==> config.mk <==
export PLATFORM = sky130hd
export DESIGN_NAME = bsp_queue
export DESIGN_NICKNAME = d
export VERILOG_FILES = /design/src/rtl/bsp_pkg.sv /design/src/rtl/bsp_queue.sv
export SDC_FILE = /design/constraint.sdc
export NUM_CORES = 1
export LEC_CHECK = 0
export ABC_AREA = 1
export BUFFER_PORTS_ARGS = -buffer_cell sky130_fd_sc_hd__buf_2
export CAP_MARGIN = 20
export CORE_MARGIN = 2
export CORE_UTILIZATION = 55
export CTS_BUF_LIST = sky130_fd_sc_hd__clkbuf_4 sky130_fd_sc_hd__clkbuf_8 sky130_fd_sc_hd__clkbuf_16
export CTS_CLUSTER_DIAMETER = 120
export CTS_CLUSTER_SIZE = 16
export DETAILED_ROUTE_END_ITERATION = 6
export PLACE_DENSITY_LB_ADDON = 0.3
export SETUP_SLACK_MARGIN = 0.5
export SLEW_MARGIN = 20
export SYNTH_ARGS = -nofsm -noshare
export SYNTH_HDL_FRONTEND = slang
export SYNTH_SLANG_ARGS = --single-unit
==> constraint.sdc <==
create_clock -name aclk -period 3 [get_ports aclk]
set_clock_uncertainty 0.05 [all_clocks]
set_input_delay 0.75 -clock aclk [delete_from_list [all_inputs] [get_ports aclk]]
set_output_delay 0.75 -clock aclk [all_outputs]
set_load 0.03 [all_outputs]
==> src/rtl/bsp_pkg.sv <==
// Package for the billboard sprite projection block.
// Holds the shared widths, defaults, queue item type and arithmetic helpers.
// No dependencies.
`default_nettype none

package bsp_pkg;

    localparam int COORD_W       = 16;
    localparam int DELTA_W       = 17;
    localparam int ANGLE_W       = 16;
    localparam int TEX_W         = 8;
    localparam int FOV_W         = 15;
    localparam int SIZE_W        = 12;
    localparam int ROW_W         = 13;
    localparam int ROOT_W        = 17;
    localparam int SQ_W          = 34;
    localparam int ROOT_STEPS    = 17;
    localparam int CORDIC_STEPS  = 14;
    localparam int CORDIC_W      = 34;
    localparam int QUEUE_DEPTH   = 4;
    localparam int IN_DATA_W     = 88;
    localparam int OUT_DATA_W    = 88;

    localparam logic [FOV_W-1:0]  FOV_RESET = 15'd10923;
    localparam logic [SIZE_W-1:0] SIZE_MAX  = 12'd4095;

    localparam int VIEW_WIDTH_DEF    = 512;
    localparam int VIEW_HEIGHT_DEF   = 512;
    localparam int IMAGE_HEIGHT_DEF  = 512;
    localparam int TEX_COLS_DEF      = 64;

    // One sprite after the front end: deltas, heading, texture and a flag
    // that marks a sprite sitting exactly on the player.
    typedef struct packed {
        logic signed [DELTA_W-1:0] dx;
        logic signed [DELTA_W-1:0] dy;
        logic [ANGLE_W-1:0]        pa;
        logic [TEX_W-1:0]          tex;
        logic                      zero;
    } bsp_item_t;

    function automatic logic [ANGLE_W-1:0] atan_val(input logic [3:0] i);
        logic [ANGLE_W-1:0] r;
        case (i)
            4'd0:    r = 16'd8192;
            4'd1:    r = 16'd4836;
            4'd2:    r = 16'd2555;
            4'd3:    r = 16'd1297;
            4'd4:    r = 16'd651;
            4'd5:    r = 16'd326;
            4'd6:    r = 16'd163;
            4'd7:    r = 16'd81;
            4'd8:    r = 16'd41;
            4'd9:    r = 16'd20;
            4'd10:   r = 16'd10;
            4'd11:   r = 16'd5;
            4'd12:   r = 16'd3;
            4'd13:   r = 16'd1;
            default: r = 16'd0;
        endcase
        return r;
    endfunction

    // Arithmetic shift right that rounds toward zero.
    function automatic logic signed [CORDIC_W-1:0] shr_tz(
        input logic signed [CORDIC_W-1:0] v,
        input int                         s
    );
        logic [CORDIC_W-1:0] mag;
        mag = v[CORDIC_W-1] ? CORDIC_W'(-v) : CORDIC_W'(v);
        mag = mag >> s;
        return v[CORDIC_W-1] ? -$signed(mag) : $signed(mag);
    endfunction

endpackage

`default_nettype wire

==> src/rtl/bsp_queue.sv <==
// Short queue between the front end and the arithmetic back end.
// Uses bsp_pkg for the item type and depth.
`default_nettype none

module bsp_queue (
    input  wire logic               aclk,
    input  wire logic               aresetn,
    input  wire logic               push,
    input  wire bsp_pkg::bsp_item_t wr_item,
    input  wire logic               pop,
    output bsp_pkg::bsp_item_t      rd_item,
    output logic                    full,
    output logic                    empty
);

    localparam int DEPTH = bsp_pkg::QUEUE_DEPTH;
    localparam int PW    = $clog2(DEPTH);
    localparam int CNT_W = $clog2(DEPTH + 1);

    bsp_pkg::bsp_item_t mem [DEPTH];
    logic [PW-1:0]      wr_ptr_reg, rd_ptr_reg;
    logic [CNT_W-1:0]   cnt_reg;

    assign full    = cnt_reg == CNT_W'(DEPTH);
    assign empty   = cnt_reg == '0;
    assign rd_item = mem[rd_ptr_reg];

    always_ff @(posedge aclk) begin
        if (!aresetn) begin
            wr_ptr_reg <= '0;
            rd_ptr_reg <= '0;
            cnt_reg    <= '0;
        end else begin
            if (push) begin
                wr_ptr_reg <= (wr_ptr_reg == PW'(DEPTH - 1)) ? '0 : wr_ptr_reg + 1'b1;
            end
            if (pop) begin
                rd_ptr_reg <= (rd_ptr_reg == PW'(DEPTH - 1)) ? '0 : rd_ptr_reg + 1'b1;
            end
            if (push && !pop) begin
                cnt_reg <= cnt_reg + 1'b1;
            end else if (pop && !push) begin
                cnt_reg <= cnt_reg - 1'b1;
            end
        end
    end

    always_ff @(posedge aclk) begin
        if (push) begin
            mem[wr_ptr_reg] <= wr_item;
        end
    end

endmodule

`default_nettype wire

Word level (Yosys, flattened, before mapping)

Memory sizes are Yosys's and may differ from the RTL's. A register that Yosys moved wholly into a read port is not among the register bits.
Cells that the tools add are included.

Output and inout bits: 61
Memory bits (writable): 236
Word-level logic and storage cells: 25
Register bits: 7
Memories: 1

Mux-type cells: 8
Reduce and logical (&&, ||, !) cells: 6
Add/sub/neg operators: 4
Equality and inequality tests: 3

Memories:

| memory | depth | width | read ports | clocked after memory_dff | write ports | line            | source |
|---|---|---|---|---|---|---|---|
| mem    | 4     | 59    | 1          | 1                        | 1           | bsp_queue.sv:20 | `bsp_pkg::bsp_item_t mem [DEPTH];` |

Operator list:

| cell                  | number |
|---|---|
| $mux W2               | 4 |
| $mux W3               | 2 |
| $add A2 B1 Y2 const B | 2 |
| $eq A2 B2 Y1 const B  | 2 |
| $add A3 B1 Y3 const B | 1 |
| $eq A3 B3 Y1 const B  | 1 |
| $logic_not A3 Y1      | 1 |
| $sub A3 B1 Y3 const B | 1 |
| $logic_and A1 B1 Y1   | 2 |
| $logic_not A1 Y1      | 2 |
| $mux W1               | 2 |
| $reduce_bool A2 Y1    | 1 |

Depth between registers and ports, before layout

Depth after elaboration: 4
Gate-level depth with buffers: 10
Depth with buffers taken out: 10

Worst setup path before layout

No wires, ideal clock.

Path kind: in2reg
From: input port push
To: memory mem[3][0] (netlist bit) (enable)
Stages on the path: 2
Path buffers: 0
Required time: 2537 ps
Path slack: 602 ps
Setup time: 413 ps
Arrival time: 1935 ps
Cells stage by stage: nand2_1 -> inv_1

Longest elaborated chain between the ends: 2

Ends and longest elaborated chain:

| what                          | line            | source |
|---|---|---|
| start: declaration            | bsp_queue.sv:8  | `input wire logic push,` |
| $mux W1                       | bsp_queue.sv:49 | `if (push) begin` |
| $mux W1 (not written as such) | bsp_queue.sv:50 | `mem[wr_ptr_reg] <= wr_item;` |
| end: declaration              | bsp_queue.sv:20 |  |

Every way passes these cells.

==> results.md <==
* Vias per inst at 5.88
* Register bit total from synthesis at 245
* CTS Hold Bufs at 0
* Top-level port count at 124
* Slew Limit Fails at 0
* Htree depth at 1
* Full die area at 17,700 sq um
* Detailed-route wire length at 21.6 mm
* Final ANT Viol Nets at 0
* GRT Overall Usage at 0.234
* Tmin final at 2.57 ns
* GRT Residual Overflow at 0
* CTS tree: yes
* Clk sinks at 245
* DR WL met3 at 1.88 mm
* Inserted Clock Buffers at 19
* F_max at 389 MHz
* Die Y at 133 um
* Synth Cell Area at 9180 sq um
* Wire per inst at 21.6 um
* Design Power at 7.44 mW
* Kind of critical path: register to output pin
* GP Congestion at 0.775
* CP startpoint kind: register
* Syn_nets at 699
* Vias in the first global route at 5,769
* Hpwl dp at 10.4 mm
* Via count at 5,861
* Layout area overhead at 23.0%
* Final nets at 838
* First-pass GRT wire length at 31.8 mm
* Final setup viols at 0
* Synthesized area per cell at 14.6 sq um
* Post-synth EDFFs at 236
* Top FF cell, synth: edfxtp_1
* Yosys cell types at 22
* Final Hold Viols at 0
* Hold path cells at 1
* Seq/Total Area, Yosys at 0.792
* DRC at 0
* Cell at the root of the clock tree: clkbuf_16
* # rows at 47
* Worst-path clk slew at 0.07 ns
* DR pass1 iterations at 5
* Initial antenna violation count at 3
* DR top layer: met5
* Layout cell share with drive strength beyond 1 at 0.270
* Core ar. at 16,500 sq um
* Worst VDD drop at 417 uV
* Starting utilization of the core area at 0.557
* Largest register FFs at 236
* FF-to-FF path depth at 5
* Cell count after synthesis at 629
* Die width at 133 um
* Leakage at 4.04 nW
* Crit-path max FO at 15
* Wire length on met1 at 8.83 mm
* Status: completed
* Arr. time, crit path at 1.77 ns
* Total negative slack at 0 ns
* Pre-CTS WS at 0.703 ns
* Ys async rst share at 0
* Pwr per Cell Area at 659 nW/um^2
* Initial DRC count at 520
* Port bufs at 123
* Req. time, crit path at 2.20 ns
* Worst-margin pin slew at 0.512 ns
* Clock Latency Late Sink at 0.49 ns
* Final period util at 0.857
* Worst rel slew slack at 0.659
* RSZ-0062 raised after global routing: yes
* Clock Tree Buf Depth at 3
* Tightest Hold Check Type: primary input to register
* Worst Slack Setup Final at 0.429 ns
* # Max-Cap Violations at 0
* WL met2 at 10.4 mm
* # fillers at 1,111
* Warnings, synthesis at 0
* CP endpoint kind: output pin
* Largest net degree at the start of global routing at 60
[layer usage]
| metal | up-vias | GRT usage |
|---|---|---|
| li1 | 2642 | - |
| met1 | 2907 | 0.319 |
| met2 | 266 | 0.389 |
| met3 | 44 | 0.0506 |
| met4 | 2 | 0.0626 |
| met5 | - | 0 |
[per-stage QoR]
step	std cells	instance area, sq um	utilization	hold slack (ns)
6_report	996	11300	0.686	0.416
5_1_grt	994	11300	0.685	0.413
4_1_cts	986	11100	0.671	0.409
2_1_floorplan	629	9180	-	0.440
3_5_place_dp	947	10000	0.608	0.483
3_3_place_gp	947	10000	0.608	0.452
[placed cells by master (no fill, tap or decap)]
cell / n
nand3_1: 1
xor2_1: 1
nand2_1: 8
inv_2: 4
buf_12: 4
clkbuf_16: 23
edfxtp_1: 236
nor2_1: 122
a21oi_1: 3
inv_1: 10
buf_6: 7
clkbuf_4: 6
inv_6: 1
ha_1: 6
o22ai_2: 8
o21ai_1: 40
nor2_2: 4
dfxtp_4: 2
buf_2: 64
diode_2: 2
clkinv_16: 1
o21ai_0: 74
inv_8: 2
o21ai_2: 7
dfxtp_1: 7
o22ai_1: 51
buf_4: 63
nor3_1: 4
fa_1: 1
nand4_1: 1
buf_16: 11
clkinv_8: 2
[synth_stat cells (3+ instances only)]
library cell | number | area share
a21oi_1 | 3 | 0.0016
buf_2 | 13 | 0.0071
buf_6 | 7 | 0.0086
clkbuf_1 | 9 | 0.0037
clkbuf_2 | 7 | 0.0038
dfxtp_1 | 9 | 0.020
edfxtp_1 | 236 | 0.77
ha_1 | 6 | 0.0082
inv_1 | 14 | 0.0057
nand2_1 | 8 | 0.0033
nor2_1 | 126 | 0.052
nor3_1 | 4 | 0.0022
o21ai_0 | 116 | 0.063
o21ai_1 | 5 | 0.0027
o22ai_1 | 59 | 0.040
[path summary, 6_finish.rpt]
check / start / to / slack (ns)
setup / recovery: register / rd_item[9] / 0.43
hold / removal: wr_item[52] / mem[3][52] / 0.42
setup reg to reg: wr_ptr_reg[0] / mem[0][25] / 1.39
hold reg to reg: rd_ptr_reg[1] / register / 0.50
[cell type report]
class	count	area (sq um)	share of cell area
diodes	2	5.00	0.000443
inverters	16	98.8	0.00875
flip-flops and latches	245	7270	0.644
clock buffers	25	520	0.0461
clock inverters	2	25.0	0.00222
well taps	220	275	0.0244
repair inverters	2	22.5	0.00199
multi-input cells	331	1710	0.152
repair buffers	153	1360	0.120
[repair_timing]
item,CTS,global route
setup endpoints to repair,59,59
gates resized for setup,89,63
gates cloned,8,5
buffers inserted,4,3
pin swaps,3,6
[worst max-delay path, cell delays in order, from the launching register on]
cell,delay (ns)
dfxtp_4,0.39
buf_12,0.16
buf_16,0.16
o21ai_1,0.11
o22ai_2,0.28
buf_6,0.18
[report_power, final]
| group | switching (mW) | internal (mW) |
|---|---|---|
| registers | 0.0483 | 3.90 |
| clock network | 1.09 | 1.22 |
| logic | 0.751 | 0.421 |
[kinds of logic (layout without fill, tap and decap cells)]
| logic type | Yosys count | count (layout) | share of synthesized area |
|---|---|---|---|
| AO/OA/AOI/OAI | 183 | 183 | 0.108 |
| XOR/XNOR | 1 | 1 | 0.000955 |
| AND/OR/NAND/NOR | 140 | 140 | 0.0582 |
| flip-flops | 245 | 245 | 0.792 |
| other | 0 | 2 | 0 |
| buffers and inverters | 53 | 198 | 0.0308 |
| adder cells (fa/ha/maj) | 7 | 7 | 0.0104 |
Power figures use the tool's default switching activity.
