File: src/rtl/bsp_pkg.sv
// Package for the billboard sprite projection block.
// Holds the shared widths, defaults, queue item type and arithmetic helpers.
// No dependencies.
`default_nettype none

package bsp_pkg;

    localparam int COORD_W       = 16;
    localparam int DELTA_W       = 17;
    localparam int ANGLE_W       = 16;
    localparam int TEX_W         = 8;
    localparam int FOV_W         = 15;
    localparam int SIZE_W        = 12;
    localparam int ROW_W         = 13;
    localparam int ROOT_W        = 17;
    localparam int SQ_W          = 34;
    localparam int ROOT_STEPS    = 17;
    localparam int CORDIC_STEPS  = 14;
    localparam int CORDIC_W      = 34;
    localparam int QUEUE_DEPTH   = 4;
    localparam int IN_DATA_W     = 88;
    localparam int OUT_DATA_W    = 88;

    localparam logic [FOV_W-1:0]  FOV_RESET = 15'd10923;
    localparam logic [SIZE_W-1:0] SIZE_MAX  = 12'd4095;

    localparam int VIEW_WIDTH_DEF    = 512;
    localparam int VIEW_HEIGHT_DEF   = 512;
    localparam int IMAGE_HEIGHT_DEF  = 512;
    localparam int TEX_COLS_DEF      = 64;

    // One sprite after the front end: deltas, heading, texture and a flag
    // that marks a sprite sitting exactly on the player.
    typedef struct packed {
        logic signed [DELTA_W-1:0] dx;
        logic signed [DELTA_W-1:0] dy;
        logic [ANGLE_W-1:0]        pa;
        logic [TEX_W-1:0]          tex;
        logic                      zero;
    } bsp_item_t;

    function automatic logic [ANGLE_W-1:0] atan_val(input logic [3:0] i);
        logic [ANGLE_W-1:0] r;
        case (i)
            4'd0:    r = 16'd8192;
            4'd1:    r = 16'd4836;
            4'd2:    r = 16'd2555;
            4'd3:    r = 16'd1297;
            4'd4:    r = 16'd651;
            4'd5:    r = 16'd326;
            4'd6:    r = 16'd163;
            4'd7:    r = 16'd81;
            4'd8:    r = 16'd41;
            4'd9:    r = 16'd20;
            4'd10:   r = 16'd10;
            4'd11:   r = 16'd5;
            4'd12:   r = 16'd3;
            4'd13:   r = 16'd1;
            default: r = 16'd0;
        endcase
        return r;
    endfunction

    // Arithmetic shift right that rounds toward zero.
    function automatic logic signed [CORDIC_W-1:0] shr_tz(
        input logic signed [CORDIC_W-1:0] v,
        input int                         s
    );
        logic [CORDIC_W-1:0] mag;
        mag = v[CORDIC_W-1] ? CORDIC_W'(-v) : CORDIC_W'(v);
        mag = mag >> s;
        return v[CORDIC_W-1] ? -$signed(mag) : $signed(mag);
    endfunction

endpackage

`default_nettype wire

File: src/rtl/bsp_front.sv
// Front end: takes input words, forms the position deltas and the
// coincidence flag, and hands one item at a time to the queue. Uses bsp_pkg.
`default_nettype none

module bsp_front (
    input  wire logic                           aclk,
    input  wire logic                           aresetn,
    input  wire logic                           s_tvalid,
    output logic                                s_tready,
    input  wire logic [bsp_pkg::IN_DATA_W-1:0]  s_tdata,
    input  wire logic                           q_full,
    output logic                                push,
    output bsp_pkg::bsp_item_t                  item
);

    logic               fv_reg;
    bsp_pkg::bsp_item_t item_reg;
    logic [15:0]        px, py, sx, sy;
    logic               take;

    assign px = s_tdata[15:0];
    assign py = s_tdata[31:16];
    assign sx = s_tdata[63:48];
    assign sy = s_tdata[79:64];

    assign s_tready = !fv_reg || !q_full;
    assign take     = s_tvalid && s_tready;
    assign push     = fv_reg && !q_full;
    assign item     = item_reg;

    always_ff @(posedge aclk) begin
        if (!aresetn) begin
            fv_reg <= 1'b0;
        end else if (take) begin
            fv_reg <= 1'b1;
        end else if (push) begin
            fv_reg <= 1'b0;
        end
    end

    always_ff @(posedge aclk) begin
        if (take) begin
            item_reg.dx   <= $signed({1'b0, sx}) - $signed({1'b0, px});
            item_reg.dy   <= $signed({1'b0, sy}) - $signed({1'b0, py});
            item_reg.pa   <= s_tdata[47:32];
            item_reg.tex  <= s_tdata[87:80];
            item_reg.zero <= (sx == px) && (sy == py);
        end
    end

endmodule

`default_nettype wire

File: config.mk
export PLATFORM = sky130hd
export DESIGN_NAME = bsp_front
export DESIGN_NICKNAME = d
export VERILOG_FILES = /design/src/rtl/bsp_pkg.sv /design/src/rtl/bsp_front.sv
export SDC_FILE = /design/constraint.sdc
export NUM_CORES = 1
export LEC_CHECK = 0
export BUFFER_PORTS_ARGS = -buffer_cell sky130_fd_sc_hd__buf_2
export CORE_MARGIN = 5
export CORE_UTILIZATION = 35
export DETAILED_ROUTE_END_ITERATION = 10
export SETUP_SLACK_MARGIN = 0.15
export SYNTH_ARGS = -nofsm -noshare
export SYNTH_HDL_FRONTEND = slang
export SYNTH_SLANG_ARGS = --single-unit
File: constraint.sdc
create_clock -name aclk -period 5.46 [get_ports aclk]
set_input_delay 1.092 -clock aclk [delete_from_list [all_inputs] [get_ports aclk]]
set_output_delay 1.092 -clock aclk [all_outputs]
set_load 0.01 [all_outputs]
# Word-level counts from Yosys, hierarchy flattened
# Index checks and enable logic that the tools add are counted.
[totals]
elab_cells = 19
register_bits = 60
output_inout_bits = 61
inputBits = 92
[classes]
addsub = 2
muxes = 2
eq_ne = 2
n_reduce_logical = 7
[ops]
columns = ["op", "count"]
rows = [
  ["subtractor 16 x 16 -> 17 bit", 2],
  ["equality test 16 bit", 2],
  ["logical AND 1 bit", 3],
  ["zero test 1 bit", 2],
  ["two-way mux 1 bit", 2],
  ["nonzero test 2 bit", 1],
  ["logical OR 1 bit", 1],
]

# Depth between registers and ports, before layout
# Gate-level depths: netlist of the first run.
[logic_depth]
ltp_word = 4
mapped_depth = 8
mapped_depth_nobuf = 8

# Worst setup path before layout of the first run
# OpenSTA, ideal clock, no wires.
[synth_path]
path_type = "input-to-reg"
startpoint = "input port q_full"
endpoint = "register item_reg (netlist bit item[0]), enable pin"
stages = 2
arrival_ns = 2.635
n_path_buf = 0
setup_slack_ns = 2.402
required_time_ns = 5.037
cell_sequence = "nand2_1 -> and2_1"
[synth_between]
elab_chain_len = 3
[synth_rtl]
columns = ["element", "line_no", "source"]
rows = [
  ["start, declared", "bsp_front.sv:11", "input wire logic q_full,"],
  ["zero test 1 bit", "bsp_front.sv:26", "assign s_tready = !fv_reg || !q_full;"],
  ["logical OR 1 bit", "bsp_front.sv:26", ""],
  ["logical AND 1 bit", "bsp_front.sv:27", "assign take = s_tvalid && s_tready;"],
  ["named net take", "bsp_front.sv:19", "logic take;"],
  ["end, declared", "bsp_front.sv:17", "bsp_pkg::bsp_item_t item_reg;"],
]
# The timed path passes the listed nets, and every way through them passes these cells.
# A chain may end at the register's enable or synchronous reset.

# Worst setup path in the final report of the first run
[layout_path]
startpoint = "input port s_tdata[17] (netlist name)"
endpoint = "register item_reg (netlist bit item[34]) (data pin)"
[layout_between]
elab_chain_len = 1
[layout_rtl]
columns = ["element", "line_no", "source"]
rows = [
  ["start, declared", "bsp_front.sv:10", "input wire logic [bsp_pkg::IN_DATA_W-1:0] s_tdata,"],
  ["subtractor 16 x 16 -> 17 bit", "bsp_front.sv:44", "item_reg.dy <= $signed({1'b0, sy}) - $signed({1'b0, py});"],
]
# Every way passes these cells.

==> run_results.csv, run 1 <==
group,metric,value,unit
run_status,outcome,"complete, no violations",
detailed_routing,route.antenna.remaining_nets,0,
place,dp_slack,2.50,ns
sta,final.period_utilization,0.482,
synthesis,ys_seq_elements,60,
place,detailed_place_hpwl,7480,um
worst_setup_path,worst_setup_path_start_kind,"input port",
synthesis,synthArstFlopShare,0,
sta,clk_skew,0.00815,ns
sta,worst_slew_margin_relative_to_its_limit,0.641,
sta,final_hold_viol_count,0,
synthesis,share_of_the_synthesized_area_in_the_top_cell_type,0.468,
worst_hold_path,min-delay-path-class,"reg -> reg",
place,port_buffers,152,
worst_setup_path,worst-path-max-fanout,4,
worst_setup_path,cp.required,5.65,ns
die,floorplan.initialDensity,0.354,
die,die_height,114,um
worst_setup_path,timing.critical_path.buf_inv,2,
synthesis,synth_fp_nets,482,
worst_setup_path,timing.critical_path.slowest_cell_delay,0.52,ns
detailed_routing,drt_drc_violations_left,0,
detailed_routing,avgRoutedWirePerCell,14.1,um
detailed_routing,vias,3188,
worst_setup_path,timing_worst_setup_path_type,"in -> reg",
clock_network,clk-insertion-delay-late,0.34,ns
place,numPlacedInstances,641,
worst_setup_path,cpMaxStageDelayCell,"sky130_fd_sc_hd__or4_1",
sta,tightestPinTransition,0.539,ns
clock_network,cts.htree.levels,3,
clock_network,tritoncts,"built",
synthesis,synth_warnings,0,
clock_network,hold_fix_buffer_count_after_cts,0,
power,total_power,1.39,mW
clock_network,ctsLongestPathBuffers,2,
final_layout,seqCellArea,1790,sq um
clock_network,cts.sink_count,60,
sta,final.min_clock_period,2.63,ns
place,gp_congestion,0.821,
worst_setup_path,critical_path.cell_chain,"buf_2 -> inv_1 -> ha_1 -> nor2b_4 -> o211ai_1 -> a31oi_1 -> or4_1 -> o211ai_2",
die,die-area,13000,sq um
sta,final-setup-viol-count,0,
synthesis,synthesis.area_per_instance,10.6,sq um
clock_network,post_cts.resized_instances,0,
synthesis,cell_type_with_the_largest_total_area_after_synthesis,"sky130_fd_sc_hd__edfxtp_1",
global_routing,grt_first_pass_wirelength,14500,um
detailed_routing,drt_wirelength,9270,um
die,core_region_area,10700,sq um
sta,timing_max_transition_violations_final,0,
die,core.rowCount,38,
final_layout,layout-area-overhead-vs-synth,29.6,%
global_routing,antenna_found_initial,0,
global_routing,maximum_number_of_pins_on_one_net_before_global_route_repair,39,
global_routing,globalRoute.totalOverflow,0,
clock_network,path_clk_slew,0.07,ns
sta,postLayoutSetupSlackWorst,2.83,ns
synthesis,yosys.cell_count.top_type,"sky130_fd_sc_hd__edfxtp_1",
synthesis,synth_edf_count,59,
clock_network,postCtsSetupBuffers,0,
final_layout,diodes,0,
worst_setup_path,crit_arrival,2.81,ns
final_layout,utilization,0.458,
clock_network,number_of_buffers_created_by_cts,9,
power,vdd_ir_drop_max,0.000132,V
final_layout,final_net_count,638,
final_layout,multiInputGateArea,1780,sq um
final_layout,layout-drive-gt1-share,0.342,
power,power_density,283,nW/um^2
die,io-pin-count,153,
detailed_routing,drt_iter0_markers,140,
final_layout,largest_register_ffs,59,
final_layout,layout.cells.non_filler,657,
final_layout,fillerInstances,1074,
worst_setup_path,path_delay_family,"simple AND/OR/NAND/NOR gates",
synthesis,synth_ff_type,"sky130_fd_sc_hd__edfxtp_1",
global_routing,groute.usage.overall,0.141,
detailed_routing,drt_pass1_iterations,4,
run,max_cap_viol_count,0,
die,die_w,114,um
sta,max_freq,380,MHz
synthesis,syn_area,3780,sq um
synthesis,ys_seq_area_frac,0.474,
global_routing,via_count_of_the_first_global_routing_pass,3097,
power,p_leak,2.30,nW
detailed_routing,via_per_inst,4.85,
synthesis,synth.distinct_cells,62,
sta,setup-tns-final,0,ns
synthesis,synth_area_leaders,"sky130_fd_sc_hd__edfxtp_1 47%, sky130_fd_sc_hd__ha_1 11%, sky130_fd_sc_hd__a21oi_1 4.4%",
sta,unrepaired_setup_endpoints_after_global_routing,"false",
clock_network,clock-root-buffer,"sky130_fd_sc_hd__clkbuf_8",
worst_setup_path,critical_path_endpoint_category,"flop",
synthesis,synth.cells.most_frequent,"59 x sky130_fd_sc_hd__edfxtp_1, 42 x sky130_fd_sc_hd__inv_1, 33 x sky130_fd_sc_hd__a21oi_1",
synthesis,syn_inst,356,
-- kinds of logic after synthesis --
family          Yosys count  synth area share
compound gates           80             0.140
simple gates            107             0.154
fa+ha+maj                34             0.116
mux                       3           0.00827
xor+xnor                 22            0.0509
buf+inv                  50            0.0559
flops                    60             0.474
-- tightest hold or removal path, cell delays in order, from the launching register on --
cell and delay (ns):
sky130_fd_sc_hd__dfxtp_1 0.35, sky130_fd_sc_hd__a21oi_1 0.08, sky130_fd_sc_hd__nor2b_1 0.10
-- report_power, final --
group          switching, mW  internal (mW)
logic                  0.189          0.147
clock network          0.175          0.300
registers             0.0111          0.567
-- metal layers --
layer / track usage / vias up / share of wire
met1: 0.189 / 1453 / 0.45
met2: 0.221 / 107 / 0.45
met4: 0.0562 / 0 / 0.019
met3: 0.0313 / 13 / 0.072
li1: - / 1615 / -
met5: 0 / - / 0
-- worst paths after layout --
path	startpoint	end	slack (ns)	cells past startpoint
setup reg to reg	fv_reg	item[19]	3.68	3
hold / removal	fv_reg	fv_reg	0.57	2
hold reg to reg	fv_reg	fv_reg	0.57	2
setup / recovery	s_tdata[17]	item[34]	2.83	8
-- per-stage QoR --
stage	cell area, sq um	hold WS [ns]
6_report	4900	0.572
5_1_grt	4900	0.623
4_1_cts	4900	0.571
3_5_place_dp	4670	0.556
3_3_place_gp	4670	0.502
2_1_floorplan	3780	0.487
-- final cells by class --
type | instances | area share
Inverter | 42 | 0.0322
Clock buffer | 10 | 0.0260
Tap cell | 140 | 0.0357
Multi-Input combinational cell | 246 | 0.363
Sequential cell | 60 | 0.365
Timing Repair Buffer | 153 | 0.157
Clock inverter | 6 | 0.0209
-- placed cells by master, fill, tap and decap left out, types with 3 or more instances in the layout --
cell	n
sky130_fd_sc_hd__buf_2	152
sky130_fd_sc_hd__edfxtp_1	59
sky130_fd_sc_hd__inv_1	42
sky130_fd_sc_hd__a21oi_1	33
sky130_fd_sc_hd__ha_1	32
sky130_fd_sc_hd__nand2_1	25
sky130_fd_sc_hd__nor2_1	21
sky130_fd_sc_hd__xor2_1	11
sky130_fd_sc_hd__xnor2_1	11
sky130_fd_sc_hd__nand3_1	9
sky130_fd_sc_hd__clkbuf_8	9
sky130_fd_sc_hd__nor2b_1	7
sky130_fd_sc_hd__and3_1	7
sky130_fd_sc_hd__a21o_1	6
sky130_fd_sc_hd__a31oi_1	6
sky130_fd_sc_hd__and2_1	5
sky130_fd_sc_hd__o21ai_0	5
sky130_fd_sc_hd__nand4_1	5
sky130_fd_sc_hd__nor3_1	4
sky130_fd_sc_hd__nand3b_1	4
sky130_fd_sc_hd__o21a_1	3
sky130_fd_sc_hd__nor3b_1	3
sky130_fd_sc_hd__o211ai_1	3
sky130_fd_sc_hd__bufinv_16	3
(Power assumes the default switching activity.)
==> run 2: changes to the inputs <==
==> constraint.sdc (replaced) <==
create_clock -name aclk -period 2.5 [get_ports aclk]
set_input_delay 0.5 -clock aclk [delete_from_list [all_inputs] [get_ports aclk]]
set_output_delay 0.5 -clock aclk [all_outputs]
set_load 0.01 [all_outputs]
==> run_results.csv, run 2 (synthesis gave the netlist of run 1 again) <==
group,metric,value,unit
detailed_routing,via_per_inst,4.82,
sta,setup-tns-final,0,ns
detailed_routing,met3WireLength,755,um
sta,clk_skew,0.00417,ns
worst_setup_path,path_delay_family,"compound AO/OA/AOI/OAI gates",
final_layout,mostFrequentLayoutCell,"sky130_fd_sc_hd__buf_2",
die,die_w,114,um
worst_setup_path,critical_path.cell_chain,"buf_2 -> inv_1 -> ha_1 -> a21oi_1 -> o22ai_1 -> a2111oi_0 -> nor2_1 -> xor2_1",
detailed_routing,route.antenna.remaining_nets,0,
clock_network,post_cts.resized_instances,0,
die,core.rowCount,38,
final_layout,layout-area-overhead-vs-synth,30.1,%
power,power_density,584,nW/um^2
detailed_routing,avgRoutedWirePerCell,14.3,um
clock_network,clock-root-buffer,"sky130_fd_sc_hd__clkbuf_8",
clock_network,cts.htree.levels,3,
global_routing,via_count_of_the_first_global_routing_pass,3178,
sta,max_freq,480,MHz
die,floorplan.initialDensity,0.354,
global_routing,globalRoute.totalOverflow,0,
clock_network,hold_fix_buffer_count_after_cts,0,
sta,final.period_utilization,0.833,
clock_network,path_clk_slew,0.07,ns
detailed_routing,drt_iter0_markers,127,
clock_network,tritoncts,"built",
worst_setup_path,crit_arrival,2.17,ns
sta,final.min_clock_period,2.08,ns
worst_setup_path,cpMaxStageDelayCell,"sky130_fd_sc_hd__a2111oi_0",
worst_hold_path,worst_hold_path.endpoint,"item[23]",
sta,tightestPinTransition,0.504,ns
global_routing,grt_first_pass_wirelength,14800,um
detailed_routing,drt_pass1_iterations,4,
clock_network,ctsLongestPathBuffers,2,
die,core_region_area,10700,sq um
worst_setup_path,worst_setup_path_start_kind,"input port",
worst_hold_path,holdPathStages,1,
final_layout,final_area,4920,sq um
detailed_routing,top_layer_used,"met4",
sta,final_hold_viol_count,0,
power,vdd_ir_drop_max,0.000302,V
worst_hold_path,min-delay-path-class,"in -> reg",
worst_setup_path,cp.required,2.58,ns
sta,timing_max_transition_violations_final,0,
final_layout,fillerInstances,1065,
power,p_leak,2.31,nW
worst_setup_path,worst-path-max-fanout,6,
clock_network,cts.sink_count,60,
run,max_cap_viol_count,0,
final_layout,largest_register_ffs,59,
worst_setup_path,critical_path_endpoint_category,"flop",
detailed_routing,vias,3196,
worst_setup_path,cell_count_of_the_worst_reg_to_reg_path,3,
detailed_routing,drt_drc_violations_left,0,
final_layout,final_cell_mix,"152 x sky130_fd_sc_hd__buf_2, 59 x sky130_fd_sc_hd__edfxtp_1, 42 x sky130_fd_sc_hd__inv_1",
worst_setup_path,timing.critical_path.buf_inv,2,
final_layout,seqCellArea,1790,sq um
worst_setup_path,timing.critical_path.slowest_cell_delay,0.51,ns
die,io-pin-count,153,
sta,worst_slew_margin_relative_to_its_limit,0.656,
place,place_area,4730,sq um
global_routing,groute.usage.overall,0.144,
detailed_routing,routed-wl-met2,4320,um
final_layout,multiInputGateArea,1780,sq um
place,gp_congestion,0.828,
die,die_height,114,um
detailed_routing,drt_wirelength,9490,um
run_status,outcome,"complete, no violations",
global_routing,antenna_found_initial,0,
worst_setup_path,timing_worst_setup_path_type,"in -> reg",
worst_setup_path,crit-reg2reg-capture,"item[37]",
worst_setup_path,critical_path.reg2reg.startpoint,"fv_reg",
worst_setup_path,rrSetupSlack,1.30,ns
worst_hold_path,hold_path_startpoint,"s_tdata[46]",
final_layout,layout-drive-gt1-share,0.354,
place,detailed_place_hpwl,7590,um
clock_network,number_of_buffers_created_by_cts,9,
final_layout,diodes,0,
die,die-area,13000,sq um
place,port_buffers,152,
sta,final-setup-viol-count,0,
final_layout,final_net_count,644,
clock_network,postCtsSetupBuffers,0,
global_routing,maximum_number_of_pins_on_one_net_before_global_route_repair,60,
sta,unrepaired_setup_endpoints_after_global_routing,"false",
detailed_routing,wl_met1,4260,um
clock_network,clk-insertion-delay-late,0.33,ns
-- run 2: cell types whose count changed in the layout (fill, tap and decap cells not counted) --
cell / delta
sky130_fd_sc_hd__buf_12: +1
sky130_fd_sc_hd__buf_4: +5
sky130_fd_sc_hd__bufinv_16: -2
sky130_fd_sc_hd__clkinv_1: -2
sky130_fd_sc_hd__clkinv_2: +1
sky130_fd_sc_hd__clkinvlp_4: +2
sky130_fd_sc_hd__inv_6: +1
-- run 2: how the worst max path moves through the flow --
stage | start | to | slack, ns | cells after the start
CTS | s_tdata[64] | item[37] | 0.43 | 9
finish | s_tdata[6] | item[57] | 0.42 | 8
floorplan | s_tdata[64] | item[37] | 0.45 | 8
global placement | s_tdata[8] | item[57] | 0.11 | 8
detailed placement | s_tdata[64] | item[37] | 0.08 | 9
global route | s_tdata[8] | item[57] | 0.31 | 8
-- run 2: final cells by class --
| cell class | count | share of cell area |
|---|---|---|
| sequential | 60 | 0.364 |
| clock buffer | 10 | 0.0259 |
| multi-input combinational | 246 | 0.362 |
| tap | 140 | 0.0356 |
| inverter | 42 | 0.0320 |
| clock inverter | 6 | 0.0130 |
| timing repair buffer | 159 | 0.168 |
-- run 2: through the flow --
stage / utilization / setup slack [ns] / cells / power (mW) / hold slack [ns]
floorplan: - / 0.449 / 356 / 1.77 / 0.487
global placement: 0.442 / 0.108 / 647 / 2.03 / 0.509
detailed placement: 0.442 / 0.0786 / 647 / 2.04 / 0.526
CTS: 0.460 / 0.432 / 663 / 2.92 / 0.312
global route: 0.460 / 0.312 / 663 / 3.05 / 0.304
finish: 0.460 / 0.417 / 663 / 2.87 / 0.337
-- run 2: per-layer routing --
layer / vias to the layer above / GRT usage
met2: 114 / 0.237
met1: 1445 / 0.180
met5: - / 0
met3: 12 / 0.0377
met4: 0 / 0.0554
li1: 1625 / -
-- run 2: report_power, final --
part | internal (mW) | switching (mW) | leakage, nW | total [mW]
Clock | 0.460 | 0.399 | 0.0927 | 0.859
Sequential | 1.24 | 0.0269 | 0.579 | 1.27
Combinational | 0.334 | 0.415 | 1.64 | 0.749
==> run 3: changes to the inputs <==
--- a/config.mk
+++ b/config.mk
@@ -5,6 +5,7 @@
 export SDC_FILE = /design/constraint.sdc
 export NUM_CORES = 1
 export LEC_CHECK = 0
+export ABC_AREA = 1
 export BUFFER_PORTS_ARGS = -buffer_cell sky130_fd_sc_hd__buf_2
 export CORE_MARGIN = 5
 export CORE_UTILIZATION = 35
==> constraint.sdc (replaced) <==
create_clock -name aclk -period 2.1 [get_ports aclk]
set_input_delay 0.42 -clock aclk [delete_from_list [all_inputs] [get_ports aclk]]
set_output_delay 0.42 -clock aclk [all_outputs]
set_load 0.01 [all_outputs]
==> run_results.csv, run 3 <==
group,metric,value,unit
run_status,outcome,"complete, no violations",
worst_setup_path,crit_arrival,1.77,ns
place,detailed_place_hpwl,8360,um
synthesis,syn_inst,488,
worst_setup_path,path_delay_family,"adder cells",
sta,worst_slew_margin_relative_to_its_limit,0.668,
sta,final.min_clock_period,1.71,ns
worst_setup_path,worst_setup_path_start_kind,"input port",
final_layout,multiInputGateArea,1730,sq um
die,die_height,116,um
worst_setup_path,cp.required,2.16,ns
die,die_w,116,um
clock_network,cts.htree.levels,3,
sta,max_freq,585,MHz
final_layout,largest_register_ffs,59,
clock_network,hold_fix_buffer_count_after_cts,0,
clock_network,cts.sink_count,60,
detailed_routing,vias,3546,
sta,tightestPinTransition,0.499,ns
synthesis,ys_seq_elements,60,
global_routing,globalRoute.totalOverflow,0,
power,power_density,746,nW/um^2
final_layout,final_cell_mix,"152 x sky130_fd_sc_hd__buf_2, 151 x sky130_fd_sc_hd__nand2_1, 118 x sky130_fd_sc_hd__inv_1",
sta,holdWs,0.280,ns
clock_network,tritoncts,"built",
place,numPlacedInstances,783,
detailed_routing,drt_pass1_iterations,4,
synthesis,synth.cells.most_frequent,"151 x sky130_fd_sc_hd__nand2_1, 118 x sky130_fd_sc_hd__inv_1, 59 x sky130_fd_sc_hd__edfxtp_1",
die,die-area,13600,sq um
sta,final.period_utilization,0.815,
place,place_area,4930,sq um
global_routing,antenna_found_initial,0,
final_layout,layout-drive-gt1-share,0.301,
power,p_leak,2.91,nW
final_layout,layout.cells.non_filler,798,
sta,timing_max_transition_violations_final,0,
sta,setup-tns-final,0,ns
clock_network,number_of_buffers_created_by_cts,9,
worst_setup_path,crit_top_cell,"sky130_fd_sc_hd__nand3_1",
place,port_buffers,152,
worst_setup_path,timing_worst_setup_path_type,"in -> reg",
synthesis,synth_simple_gate_area_share,0.256,
clock_network,postCtsSetupBuffers,0,
final_layout,fillerInstances,1092,
synthesis,yosys.cell_count.top_type,"sky130_fd_sc_hd__nand2_1",
worst_setup_path,critical_path_endpoint_category,"flop",
synthesis,synth_area_leaders,"sky130_fd_sc_hd__edfxtp_1 45%, sky130_fd_sc_hd__nand2_1 14%, sky130_fd_sc_hd__inv_1 11%",
final_layout,final_net_count,780,
clock_network,clk-insertion-delay-late,0.32,ns
synthesis,share_of_cell_area_taken_by_muxes_after_synthesis,0,
global_routing,groute.usage.overall,0.146,
die,io-pin-count,153,
detailed_routing,drt_drc_violations_left,0,
synthesis,cell_type_with_the_largest_total_area_after_synthesis,"sky130_fd_sc_hd__edfxtp_1",
synthesis,synth_edf_count,59,
worst_setup_path,worst-path-max-fanout,3,
worst_hold_path,min-delay-path-class,"in -> reg",
synthesis,synth_compound_gate_area_share,0.0357,
clock_network,ctsLongestPathBuffers,2,
power,total_power,3.91,mW
synthesis,share_of_the_synthesized_area_in_the_top_cell_type,0.447,
detailed_routing,avgRoutedWirePerCell,12.8,um
synthesis,synthesis.area_per_instance,8.13,sq um
final_layout,layout-area-overhead-vs-synth,32.2,%
synthesis,synth_fp_nets,614,
synthesis,synth_adder_area_share,0.111,
synthesis,syn_area,3970,sq um
run,max_cap_viol_count,0,
synthesis,synthArstFlopShare,0,
detailed_routing,route.antenna.remaining_nets,0,
clock_network,post_cts.resized_instances,0,
clock_network,path_clk_slew,0.05,ns
final_layout,seqCellArea,1790,sq um
global_routing,maximum_number_of_pins_on_one_net_before_global_route_repair,40,
global_routing,via_count_of_the_first_global_routing_pass,3371,
synthesis,synth.distinct_cells,26,
sta,final-setup-viol-count,0,
synthesis,yosys.area_share.xor_xnor,0.0309,
worst_setup_path,cpMaxStageDelayCell,"sky130_fd_sc_hd__fa_1",
synthesis,ys_seq_area_frac,0.452,
detailed_routing,drt_wirelength,10200,um
sta,unrepaired_setup_endpoints_after_global_routing,"false",
final_layout,mostFrequentLayoutCell,"sky130_fd_sc_hd__buf_2",
power,vdd_ir_drop_max,0.000367,V
detailed_routing,drt_iter0_markers,129,
worst_setup_path,timing.critical_path.buf_inv,2,
sta,final_hold_viol_count,0,
place,gp_congestion,0.866,
clock_network,clock-root-buffer,"sky130_fd_sc_hd__clkbuf_16",
final_layout,final_area,5240,sq um
synthesis,synth_top_family_by_area,"simple AND/OR/NAND/NOR gates",
detailed_routing,via_per_inst,4.44,
die,floorplan.initialDensity,0.361,
die,core.rowCount,38,
sta,clk_skew,0.00605,ns
die,core_region_area,11000,sq um
synthesis,synth_warnings,0,
final_layout,diodes,0,
synthesis,synth_ff_type,"sky130_fd_sc_hd__edfxtp_1",
global_routing,grt_first_pass_wirelength,15600,um
worst_setup_path,critical_path.cell_chain,"buf_2 -> ha_1 -> fa_1 -> inv_1 -> nand3_1 -> nand3_1 -> nand2_1 -> nand3_1 -> xor2_1",
worst_setup_path,timing.critical_path.slowest_cell_delay,0.42,ns
==> run 3: cell types whose count changed in the layout (fill, tap and decap cells not counted), sizes merged, moves of 7 or more <==
cell / before / now
nand3: 9 / 25
inv: 43 / 120
and3: 7 / 0
xnor2: 11 / 3
nand2: 25 / 170
nor2b: 8 / 0
a21oi: 34 / 21
==> run 3: cell type report <==
type	count	area share
multi-input combinational	307	0.330
tap	140	0.0334
clock buffer	9	0.0430
clock inverter	6	0.0153
sequential	60	0.342
timing repair buffer	155	0.149
inverter	121	0.0867
==> run 3: cells by family (layout without fill, tap and decap cells) <==
group,after synthesis,after routing
AND/OR/NAND/NOR,233,233
buffers and inverters,121,291
adder cells (fa/ha/maj),34,34
flip-flops,60,60
AO/OA/AOI/OAI,26,26
XOR/XNOR,14,14
==> run 3: stage by stage <==
stage | util | setup slack [ns]
after floorplan | - | 0.230
after global placement | 0.449 | 0.162
after detailed placement | 0.449 | 0.0867
after CTS | 0.477 | 0.421
after global routing | 0.477 | 0.343
final | 0.477 | 0.389
==> run 3: routing by layer <==
layer | routed length, um | global-route usage | vias to the layer above
met5 | 0 | 0 | -
met2 | 4780 | 0.247 | 109
met4 | 80 | 0.0394 | 0
li1 | - | - | 1852
met1 | 4620 | 0.195 | 1580
met3 | 697 | 0.0228 | 5
==> run 3: worst paths after layout <==
check / depth (start not counted) / startpoint / slack, ns / end
setup / recovery: 9 / s_tdata[16] / 0.39 / item[33]
hold / removal: 1 / s_tdata[82] / 0.28 / item[3]
setup reg to reg: 2 / fv_reg / 0.80 / item[22]
hold reg to reg: 2 / fv_reg / 0.55 / fv_reg
==> run 3: worst reg2reg max path: cells and delay by family (launching register included) <==
| family | cells | cell delay [ns] |
|---|---|---|
| buf+inv | 1 | 0.44 |
| flops | 1 | 0.34 |
| compound gates | 1 | 0.13 |
==> run 3: where the power goes <==
| part | leakage [nW] | switching [mW] | total (mW) | internal, mW |
|---|---|---|---|---|
| clock network | 0.146 | 0.499 | 1.52 | 1.02 |
| logic | 2.18 | 0.538 | 0.889 | 0.350 |
| registers | 0.581 | 0.0325 | 1.50 | 1.47 |
| total | 2.91 | 1.07 | 3.91 | 2.84 |
